[src/rtl/core/rsd_pkg.sv]
// Package for the running standard deviation block.
// Constants, widths and the snapshot type shared by front, queue and back.
package rsd_pkg;

  localparam int MAX_COUNT   = 65536;
  localparam int SAMPLE_BITS = 16;

  localparam int IN_W    = 16;
  localparam int CNT_W   = 17;
  localparam int SUM_W   = 33;
  localparam int SQ_W    = 47;
  localparam int MEAN_W  = 24;
  localparam int STD_W   = 24;
  localparam int MAG_W   = 32;
  localparam int ACC_W   = 64;
  localparam int NSQ_W   = 33;
  localparam int QUO_W   = 47;
  localparam int DEPTH   = 2;

  localparam int MEAN_STEPS = MAG_W + 8;
  localparam int VAR_STEPS  = QUO_W;
  localparam int SQRT_STEPS = STD_W;

  typedef struct packed {
    logic [CNT_W-1:0]        n;
    logic signed [SUM_W-1:0] sum;
    logic [SQ_W-1:0]         sumsq;
    logic                    sat;
  } snap_t;

endpackage

[src/rtl/core/rsd_fifo.sv]
// Two-entry queue of statistic snapshots between front and back.
// Depends on rsd_pkg.
module rsd_fifo import rsd_pkg::*; (
  input  logic  clk,
  input  logic  rst_n,
  input  logic  push,
  input  snap_t push_data,
  output logic  full,
  input  logic  pop,
  output logic  not_empty,
  output snap_t pop_data
);

  snap_t      mem_r [DEPTH];
  logic       wr_ptr_r;
  logic       rd_ptr_r;
  logic [1:0] fill_r;

  assign full      = (fill_r == 2'(DEPTH));
  assign not_empty = (fill_r != 2'd0);
  assign pop_data  = mem_r[rd_ptr_r];

  always_ff @(posedge clk) begin
    if (push) begin
      mem_r[wr_ptr_r] <= push_data;
    end
  end

  always_ff @(posedge clk) begin
    if (!rst_n) begin
      wr_ptr_r <= 1'b0;
      rd_ptr_r <= 1'b0;
      fill_r   <= 2'd0;
    end else begin
      if (push) wr_ptr_r <= ~wr_ptr_r;
      if (pop)  rd_ptr_r <= ~rd_ptr_r;
      fill_r <= fill_r + {1'b0, push} - {1'b0, pop};
    end
  end

  a_no_overflow: assert property (@(posedge clk) disable iff (!rst_n) !(push && full))
    else $error("push into full queue");
  a_no_underflow: assert property (@(posedge clk) disable iff (!rst_n) !(pop && !not_empty))
    else $error("pop from empty queue");
  a_fill_range: assert property (@(posedge clk) disable iff (!rst_n) fill_r <= 2'(DEPTH))
    else $error("queue fill out of range");

endmodule

[config.mk]
export PLATFORM = sky130hd
export DESIGN_NAME = rsd_fifo
export DESIGN_NICKNAME = d
export VERILOG_FILES = /design/src/rtl/core/rsd_pkg.sv /design/src/rtl/core/rsd_fifo.sv
export SDC_FILE = /design/constraint.sdc
export NUM_CORES = 1
export LEC_CHECK = 0
export BUFFER_PORTS_ARGS = -buffer_cell sky130_fd_sc_hd__buf_2
export CORE_ASPECT_RATIO = 0.8
export CORE_MARGIN = 2
export CORE_UTILIZATION = 35
export DETAILED_ROUTE_END_ITERATION = 16
export GPL_TIMING_DRIVEN = 0
export MAX_ROUTING_LAYER = met4
export PLACE_DENSITY_LB_ADDON = 0.15
export SYNTH_ARGS = -nofsm -noshare
export SYNTH_HDL_FRONTEND = slang
export SYNTH_SLANG_ARGS = --single-unit
[constraint.sdc]
create_clock -name clk -period 5.7 [get_ports clk]
set_clock_uncertainty 0.1 [all_clocks]
set_input_delay 1.14 -clock clk [delete_from_list [all_inputs] [get_ports clk]]
set_output_delay 1.14 -clock clk [all_outputs]
set_load 0.02 [all_outputs]
==> run_results.csv <==
group,metric,value,unit
cells_and_area,nFillCells,1832,
critical_path,reg2reg_slack,3.78,ns
run,cap_violations,0,
floorplan,ios,202,
cells_and_area,final_util,46.4,%
cells_and_area,multiInputGateArea,0.00131,mm^2
cts,cts_tree,"done",
cts,cts_hold_buffers,0,
cts,cts-root-buf,"clkbuf_16",
grt,grt_first_pass_wirelength,21800,um
synthesis,ys_types,14,
critical_path,crit_type,"reg -> out",
critical_path,crit_path_end_kind,"primary output",
sta,hold_viol,0,
critical_path,reg2regPathDepth,3,
routing,drt-total-wl,14200,um
floorplan,rows,47,
synthesis,synthCells,326,
sta,min_period,3.04,ns
cts,htreeDepth,1,
synthesis,netlist_area,0.00737,mm^2
floorplan,core_region_area,0.0207,mm^2
status,status,"finished, final reports clean",
sta,rsz0062_at_grt,"false",
floorplan,die_h,134,um
synthesis,ys_warn_count,0,
floorplan,dieArea,0.0222,mm^2
sta,final.setup.tns,0,ns
placement,hpwl,9600,um
synthesis,synth_seq_cells,201,
cells_and_area,regArea,0.00599,mm^2
power_and_ir_drop,total_leakage_power,3.67,nW
routing,route.detailed.drc,0,
critical_path,cp.arrival,1.80,ns
synthesis,syn-num-nets,430,
cts,postCtsSetupBuffers,0,
routing,drt-vias-per-instance,4.51,
cts,cts_resized,0,
cts,clock_sinks,201,
power_and_ir_drop,totalPowerFinal,3.65,mW
cts,numCtsBuffers,22,
placement,port_buffers,201,
routing,dr.pass1.iters,4,
critical_path,crit_chain,"buf_6 -> buf_6 -> buf_6 -> mux2_4 -> buf_2",
grt,grt_use_total,12.9,%
critical_path,worstPathRequired,4.46,ns
grt,grt_start_max_net_pins,60,
sta,tightest_slew,0.861,ns
sta,period_share,53.4,%
sta,slew_violations,0,
grt,first_global_vias,4040,
routing,post_drt_wl_per_cell,16.9,um
floorplan,die_width,166,um
critical_path,cp-start-kind,"register",
power_and_ir_drop,ir_worst_vdd,0.288,mV
routing,antenna_left,0,
cells_and_area,fin_cells,841,
critical_path,rr_startpoint,"wr_ptr_r",
synthesis,avgSynthCellArea,22.6,um^2
synthesis,synth-seq-area-share,81.2,%
sta,max_freq,329,MHz
critical_path,path_max_fanout,10,
critical_path,critPathMaxStageDelay,0.32,ns
cts,insertion_delay,0.49,ns
cts,cts_buffer_depth,3,
sta,setup_viol,0,
routing,route.vias.total,3792,
routing,drt_iter0_markers,216,
critical_path,rr_endpoint,"mem_r[0][77]",
cells_and_area,area_growth,30.2,%
placement,placed_area,0.00882,mm^2
min_path,holdCritPathClass,"reg -> reg",
cells_and_area,drive_above_1_share,61.4,%
cells_and_area,final_area,0.00960,mm^2
placement,place_inst,800,
power_and_ir_drop,p_per_area,380,mW/mm^2
grt,antenna_found_initial,2,
floorplan,initial_core_util,35.6,%
cts,clkTransAtPathRegs,0.06,ns
sta,relSlewSlack,42.5,%
critical_path,cp_slowest_cell,"dfxtp_1",
cells_and_area,final_nets,659,
placement,place_congestion,0.697,
grt,grt_overflow,0,
critical_path,endpoint,"pop_data[86]",
critical_path,cp_common_cell,"buf_6",
-- metal layers --
| layer | routed length (um) | vias up | track usage (%) |
|---|---|---|---|
| met5 | 0 | - | - |
| met3 | 1390 | 27 | 5.13 |
| met1 | 6100 | 1849 | 16.2 |
| li1 | - | 1760 | - |
| met4 | 289 | 0 | 3.40 |
| met2 | 6450 | 156 | 19.7 |
-- report_power, final --
part           internal [mW]  switching, mW  total (mW)
Sequential              1.71         0.0178        1.73
Clock                  0.961          0.542        1.50
Combinational          0.184          0.240       0.424
Total                   2.85          0.800        3.65
-- sequential cells by signal, indices dropped and copies added, names as in the netlist, named ones only --
register  flops
rd_ptr_r      1
mem_r       196
wr_ptr_r      1
fill_r        2
-- Yosys cell counts --
cell	number	share of area (%)
buf_6	4	0.61
buf_2	7	0.48
nor2b_1	4	0.34
inv_1	2	0.10
dfxtp_1	5	1.4
and2_1	4	0.34
edfxtp_1	196	80
xor2_1	1	0.12
or2_2	1	0.085
xnor3_1	1	0.31
ha_1	2	0.34
mux2_4	20	4.1
mux2_2	78	12
o21a_1	1	0.10
-- area by class of cell --
type / count / area share (%)
antenna: 2 / 0.0521
buffer: 11 / 0.834
clock buffer: 27 / 6.15
clock inverter: 12 / 1.94
inverter: 2 / 0.0782
multi-input combinational: 112 / 13.6
sequential: 201 / 62.3
tap: 269 / 3.51
timing repair buffer: 205 / 11.5
-- layout by cell type, fill, tap and decap left out, drive strengths merged --
| cell | netlist | final |
|---|---|---|
| o21a | 1 | 1 |
| bufinv | 0 | 5 |
| ha | 2 | 2 |
| and2 | 4 | 4 |
| dfxtp | 5 | 5 |
| buf | 11 | 216 |
| clkinv | 0 | 7 |
| diode | 0 | 2 |
| clkbuf | 0 | 27 |
| xnor3 | 1 | 1 |
| mux2 | 98 | 98 |
| edfxtp | 196 | 196 |
| or2 | 1 | 1 |
| inv | 2 | 2 |
| nor2b | 4 | 4 |
| xor2 | 1 | 1 |
-- worst min-delay path by stage --
stage / start / slack [ns] / depth (start not counted) / to
detailed placement: rd_ptr_r / 0.50 / 2 / register
global route: rd_ptr_r / 0.53 / 2 / register
CTS: rd_ptr_r / 0.51 / 2 / register
global placement: rd_ptr_r / 0.47 / 2 / rd_ptr_r
floorplan: rd_ptr_r / 0.45 / 2 / register
finish: rd_ptr_r / 0.50 / 2 / register
-- logic make-up (layout without fill, tap and decap cells) --
| logic type | Yosys count | in the layout | share of synthesized area [%] |
|---|---|---|---|
| DFF | 201 | 201 | 81.2 |
| muxes | 98 | 98 | 16.0 |
| buffers and inverters | 13 | 257 | 1.19 |
| and+or+nand+nor | 9 | 9 | 0.764 |
| adders and majority gates | 2 | 2 | 0.339 |
| xor gates and xnor gates | 2 | 2 | 0.424 |
| AOI/OAI and AO/OA | 1 | 1 | 0.102 |
| other | 0 | 2 | 0 |
-- stage by stage --
step | hold WS, ns | worst slack, ns
2_1_floorplan | 0.455 | 1.45
3_3_place_gp | 0.467 | -0.251
3_5_place_dp | 0.504 | 2.72
4_1_cts | 0.512 | 2.57
5_1_grt | 0.535 | 2.51
6_report | 0.502 | 2.66
-- worst max-delay path, delay by kind of cell (launching register included) --
kind | cells | cell delay (ns)
multiplexers | 1 | 0.32
flip-flops | 1 | 0.32
buffers and inverters | 4 | 0.66
No activity file was read; power rests on OpenSTA's default activity.
