[config.mk]
export PLATFORM = sky130hd
export DESIGN_NAME = rsd_front
export DESIGN_NICKNAME = d
export VERILOG_FILES = /design/src/rtl/core/rsd_pkg.sv /design/src/rtl/core/rsd_front.sv
export SDC_FILE = /design/constraint.sdc
export NUM_CORES = 1
export LEC_CHECK = 0
export BUFFER_PORTS_ARGS = -buffer_cell sky130_fd_sc_hd__buf_2
export CORE_ASPECT_RATIO = 2
export CORE_MARGIN = 2
export CORE_UTILIZATION = 62
export CTS_BUF_LIST = sky130_fd_sc_hd__clkbuf_4
export DETAILED_ROUTE_END_ITERATION = 8
export PLACE_DENSITY = 0.8
export SYNTH_ARGS = -nofsm -noshare
export SYNTH_HDL_FRONTEND = slang
export SYNTH_SLANG_ARGS = --single-unit
[constraint.sdc]
create_clock -name clk -period 20.1 [get_ports clk]
set_input_delay 3.015 -clock clk [delete_from_list [all_inputs] [get_ports clk]]
set_output_delay 3.015 -clock clk [all_outputs]
set_load 0.005 [all_outputs]
[src/rtl/core/rsd_pkg.sv]
// Package for the running standard deviation block.
// Constants, widths and the snapshot type shared by front, queue and back.
package rsd_pkg;

  localparam int MAX_COUNT   = 65536;
  localparam int SAMPLE_BITS = 16;

  localparam int IN_W    = 16;
  localparam int CNT_W   = 17;
  localparam int SUM_W   = 33;
  localparam int SQ_W    = 47;
  localparam int MEAN_W  = 24;
  localparam int STD_W   = 24;
  localparam int MAG_W   = 32;
  localparam int ACC_W   = 64;
  localparam int NSQ_W   = 33;
  localparam int QUO_W   = 47;
  localparam int DEPTH   = 2;

  localparam int MEAN_STEPS = MAG_W + 8;
  localparam int VAR_STEPS  = QUO_W;
  localparam int SQRT_STEPS = STD_W;

  typedef struct packed {
    logic [CNT_W-1:0]        n;
    logic signed [SUM_W-1:0] sum;
    logic [SQ_W-1:0]         sumsq;
    logic                    sat;
  } snap_t;

endpackage

[src/rtl/core/rsd_front.sv]
// Front end: takes sample beats and updates count, sum and sum of squares.
// Depends on rsd_pkg; pushes a snapshot per beat into rsd_fifo.
module rsd_front import rsd_pkg::*; (
  input  logic            clk,
  input  logic            rst_n,
  input  logic            in_valid,
  output logic            in_ready,
  input  logic [IN_W-1:0] in_sample,
  input  logic            q_full,
  output logic            q_push,
  output snap_t           q_data
);

  logic [CNT_W-1:0]        count_r;
  logic signed [SUM_W-1:0] sum_r;
  logic [SQ_W-1:0]         sumsq_r;

  logic [SAMPLE_BITS-1:0]  raw;
  logic signed [SUM_W-1:0] s_ext;
  logic [SAMPLE_BITS-1:0]  s_mag;
  logic                    can_acc;
  logic [CNT_W-1:0]        count_nxt;
  logic signed [SUM_W-1:0] sum_nxt;
  logic [SQ_W-1:0]         sumsq_nxt;

  assign in_ready = !q_full;
  assign q_push   = in_valid && in_ready;
  assign raw      = in_sample[SAMPLE_BITS-1:0];
  assign s_ext    = {{(SUM_W-SAMPLE_BITS){raw[SAMPLE_BITS-1]}}, raw};
  assign s_mag    = raw[SAMPLE_BITS-1] ? SAMPLE_BITS'(-raw) : raw;
  assign can_acc  = (count_r < CNT_W'(MAX_COUNT));

  always_comb begin
    count_nxt = count_r;
    sum_nxt   = sum_r;
    sumsq_nxt = sumsq_r;
    if (can_acc) begin
      count_nxt = count_r + 1'b1;
      sum_nxt   = sum_r + s_ext;
      sumsq_nxt = sumsq_r + SQ_W'({1'b0, s_mag} * {1'b0, s_mag});
    end
  end

  assign q_data.n     = count_nxt;
  assign q_data.sum   = sum_nxt;
  assign q_data.sumsq = sumsq_nxt;
  assign q_data.sat   = (count_nxt >= CNT_W'(MAX_COUNT));

  always_ff @(posedge clk) begin
    if (!rst_n) begin
      count_r <= '0;
      sum_r   <= '0;
      sumsq_r <= '0;
    end else if (q_push) begin
      count_r <= count_nxt;
      sum_r   <= sum_nxt;
      sumsq_r <= sumsq_nxt;
    end
  end

  a_count_max: assert property (@(posedge clk) disable iff (!rst_n)
    count_r <= CNT_W'(MAX_COUNT))
    else $error("count above limit");
  a_hold_at_max: assert property (@(posedge clk) disable iff (!rst_n)
    (count_r == CNT_W'(MAX_COUNT)) |=> (count_r == CNT_W'(MAX_COUNT)) && $stable(sum_r))
    else $error("accumulation past limit");

endmodule

==> impl_summary.txt <==
----------------------------------------------------
[Layout]
  Layout filler cell count ... 2070
  Proportion of layout cells with a drive suffix above 1 ... 9.21%
  # nets final ... 2348
  Growth of design area from synthesis to finish ... 6.04%

[Clock tree]
  Resized Gates After CTS ... 0
  TritonCTS Buffers ... 9
  Max Buffers Root-to-Sink ... 2
  Clock slew at the register clock pins of the worst setup and hold paths ... 0.18 ns
  CTS H-tree depth ... 3
  Latest clock arrival within the worst-skew pair ... 0.55 ns
  Clock Sinks ... 97
  Root Buffer Master ... clkbuf_4
  Post-cts hold buffer count ... 0
  TritonCTS clock tree ... done
  Post-CTS Setup Bufs ... 0

[Floorplan]
  Initial Utilization ... 62.6%
  Area of the die ... 25800 um^2
  Horizontal die dimension ... 115 um
  Io pins ... 120
  Std-Cell Rows ... 81
  CORE AREA ... 24200 um^2
  Overall die height ... 225 um

[Routing]
  Average wire length per cell after detail routing ... 16.9 um
  Post-detailed-route via-to-cell ratio ... 5.64
  Total routed wirelength ... 38800 um
  Via count ... 12900
  Starting DRT DRC Count ... 655
  Residual DRC ... 0
  Remaining number of nets flagged by the antenna check after routing ... 0
  Pre-antenna DRT Iters ... 5

[Setup path]
  Largest stage delay, worst path ... 0.78 ns
  Type of the setup path with the least slack ... input pin to primary output
  Worst Path Required ... 17.09 ns
  Startpoint type of the worst setup path ... input pin
  Kind of cell with the highest combined delay on the critical path ... adder cells
  Worst Path Max Fanout ... 10
  CP max stage cell ... xnor2_1
  Critical Path Sink Type ... primary output
  Sum of buffers and inverters on the critical path ... 10
  Crit path DAT ... 12.59 ns

[Timing]
  Final Hold Fails ... 0
  Share of the cycle needed by the critical path after routing ... 77.6%
  Clock skew ... 0.0241 ns
  Worst slew margin ... 34.6%
  Post-Route Setup TNS ... 0 ns
  Slew at the pin closest to its max-slew limit ... 0.974 ns
  Min Tclk post-route ... 15.60 ns
  Max-slew violation count ... 0
  Unrepaired setup endpoints after global routing ... no
  Highest achievable clock rate ... 0.0641 GHz
  Final-report setup violation count ... 0

[Synth]
  Most frequently used flop master after synthesis ... dfxtp_1
  Flip-flop and latch count after synthesis ... 97
  Cell Area, Synth ... 15200 um^2
  Mean instance size in the synthesized netlist ... 7.92 um^2
  Count of warnings emitted by yosys ... 0
  Sequential-to-total area share from yosys stat ... 12.8%
  FFs w/ async S/R, synth ... 0%
  Post-synth EDFFs ... 0
  Synth unique cells ... 71
  Synth Instances ... 1914

[GRT]
  Number of antenna violations at the first check in global routing ... 2
  Largest net degree at the start of global routing ... 88
  Grt ovf ... 0
  Number of global-route vias before repair ... 13100
  Overall Global Routing Usage ... 31.7%
  Wire length of the first global-routing pass ... 64200 um

[Placed design]
  Placed wire-length estimate ... 31700 um
  Final weighted congestion in routability-driven placement ... 0.998
  Count of buffers from port buffering ... 119

[Min path]
  Min-Delay Path Class ... register to register

[Status]
  Result of the run ... finished, final reports clean

[Run]
  Number of maximum-capacitance constraint violations ... 0

----------------------------------------------------
## stage by stage
stage / std cells / instance area, um^2 / hold slack [ns] / setup WS (ns) / util (%)
finish: 2288 / 16100 / 0.471 / 4.50 / 66.4
global route: 2287 / 16100 / 0.509 / 4.03 / 66.4
CTS: 2287 / 16100 / 0.475 / 4.61 / 66.4
detailed placement: 2271 / 16000 / 0.452 / 4.66 / 65.9
global placement: 2271 / 16000 / 0.445 / 4.64 / 65.9
floorplan: 1923 / 15200 / 0.436 / 6.58 / -
## worst reg2reg max path: stages, from the launching register on
cell	delay, ns
dfxtp_1	0.40
inv_1	0.07
fa_1	0.53
inv_1	0.06
fa_1	0.50
inv_1	0.05
fa_1	0.47
inv_1	0.06
fa_1	0.47
ha_1	0.40
nand3_1	0.25
a211oi_1	0.72
o21ai_0	0.37
nand2_1	0.24
a221oi_2	0.13
o21ai_1	0.38
a21oi_1	0.34
or4_1	0.56
a21oi_1	0.16
## metal layers
| layer | vias to the layer above | GRT usage, % | wire, um |
|---|---|---|---|
| met5 | - | 0 | 17 |
| met4 | 2 | 16.8 | 2290 |
| met3 | 127 | 4.33 | 1930 |
| met2 | 395 | 54.0 | 18900 |
| met1 | 6124 | 38.4 | 15600 |
| li1 | 6263 | - | - |
## path summary, 6_finish.rpt
check | start | to | slack [ns] | cells past startpoint
hold reg to reg | sumsq_r[8] | sumsq_r[8] | 0.47 | 2
hold / removal | sumsq_r[8] | sumsq_r[8] | 0.47 | 2
setup reg to reg | sumsq_r[10] | sumsq_r[39] | 13.89 | 18
setup / recovery | in_sample[0] | q_data[41] | 4.50 | 32
## layout by cell type, fill, tap and decap left out, types with 10 or more instances in the layout
cell type and instances:
xor2_1 63, or3_1 19, buf_2 119, nor3_1 26
and3_1 12, clkbuf_4 10, ha_1 140, inv_1 357
o21ai_0 124, a21o_1 36, conb_1 11, a211oi_1 16
dfxtp_1 96, xnor2_1 56, nand2_1 224, and2_1 21
o211ai_1 15, a21oi_1 80, buf_4 10, o21a_1 14
fa_1 196, nand4_1 21, nand3_1 32, nor2_1 154
nand2b_1 13
## synth_stat cells, drive strengths merged, types with 36 or more instances
cell type	instances	area (um^2)
xnor2	57	518
o21ai	125	626
inv	367	1380
ha	140	1750
clkbuf	61	229
a21o	36	270
dfxtp	97	1940
xor2	63	552
nand2	230	876
fa	196	3920
a21oi	80	400
nor2	155	582
## flip-flops by register name (all words and copies together) (netlist names)
register and flops:
sumsq_r 47, count_r 17, sum_r 33
## kinds of logic (layout without fill, tap and decap cells)
| family | after synthesis | count (layout) | synth area share, % |
|---|---|---|---|
| buffers and inverters | 444 | 518 | 11.2 |
| AOI/OAI and AO/OA | 342 | 342 | 13.9 |
| DFF | 97 | 97 | 12.8 |
| xor gates and xnor gates | 120 | 120 | 7.05 |
| and+or+nand+nor | 555 | 555 | 16.4 |
| muxes | 18 | 18 | 1.26 |
| other | 2 | 12 | 0.0495 |
| adders and majority gates | 336 | 336 | 37.4 |
## cell type report
cell class	count	area, um^2	share of cell area, %
timing repair buffer	129	671	4.17
multi-input combinational	1382	11600	71.9
sequential	97	1950	12.1
antenna	1	2.50	0.0156
clock buffer	10	75.1	0.467
tap	290	363	2.26
clock inverter	6	50.0	0.311
inverter	373	1410	8.74
Power is not shown: default switching activity piles up to over one toggle a cycle in this logic, so the estimate is an artifact.
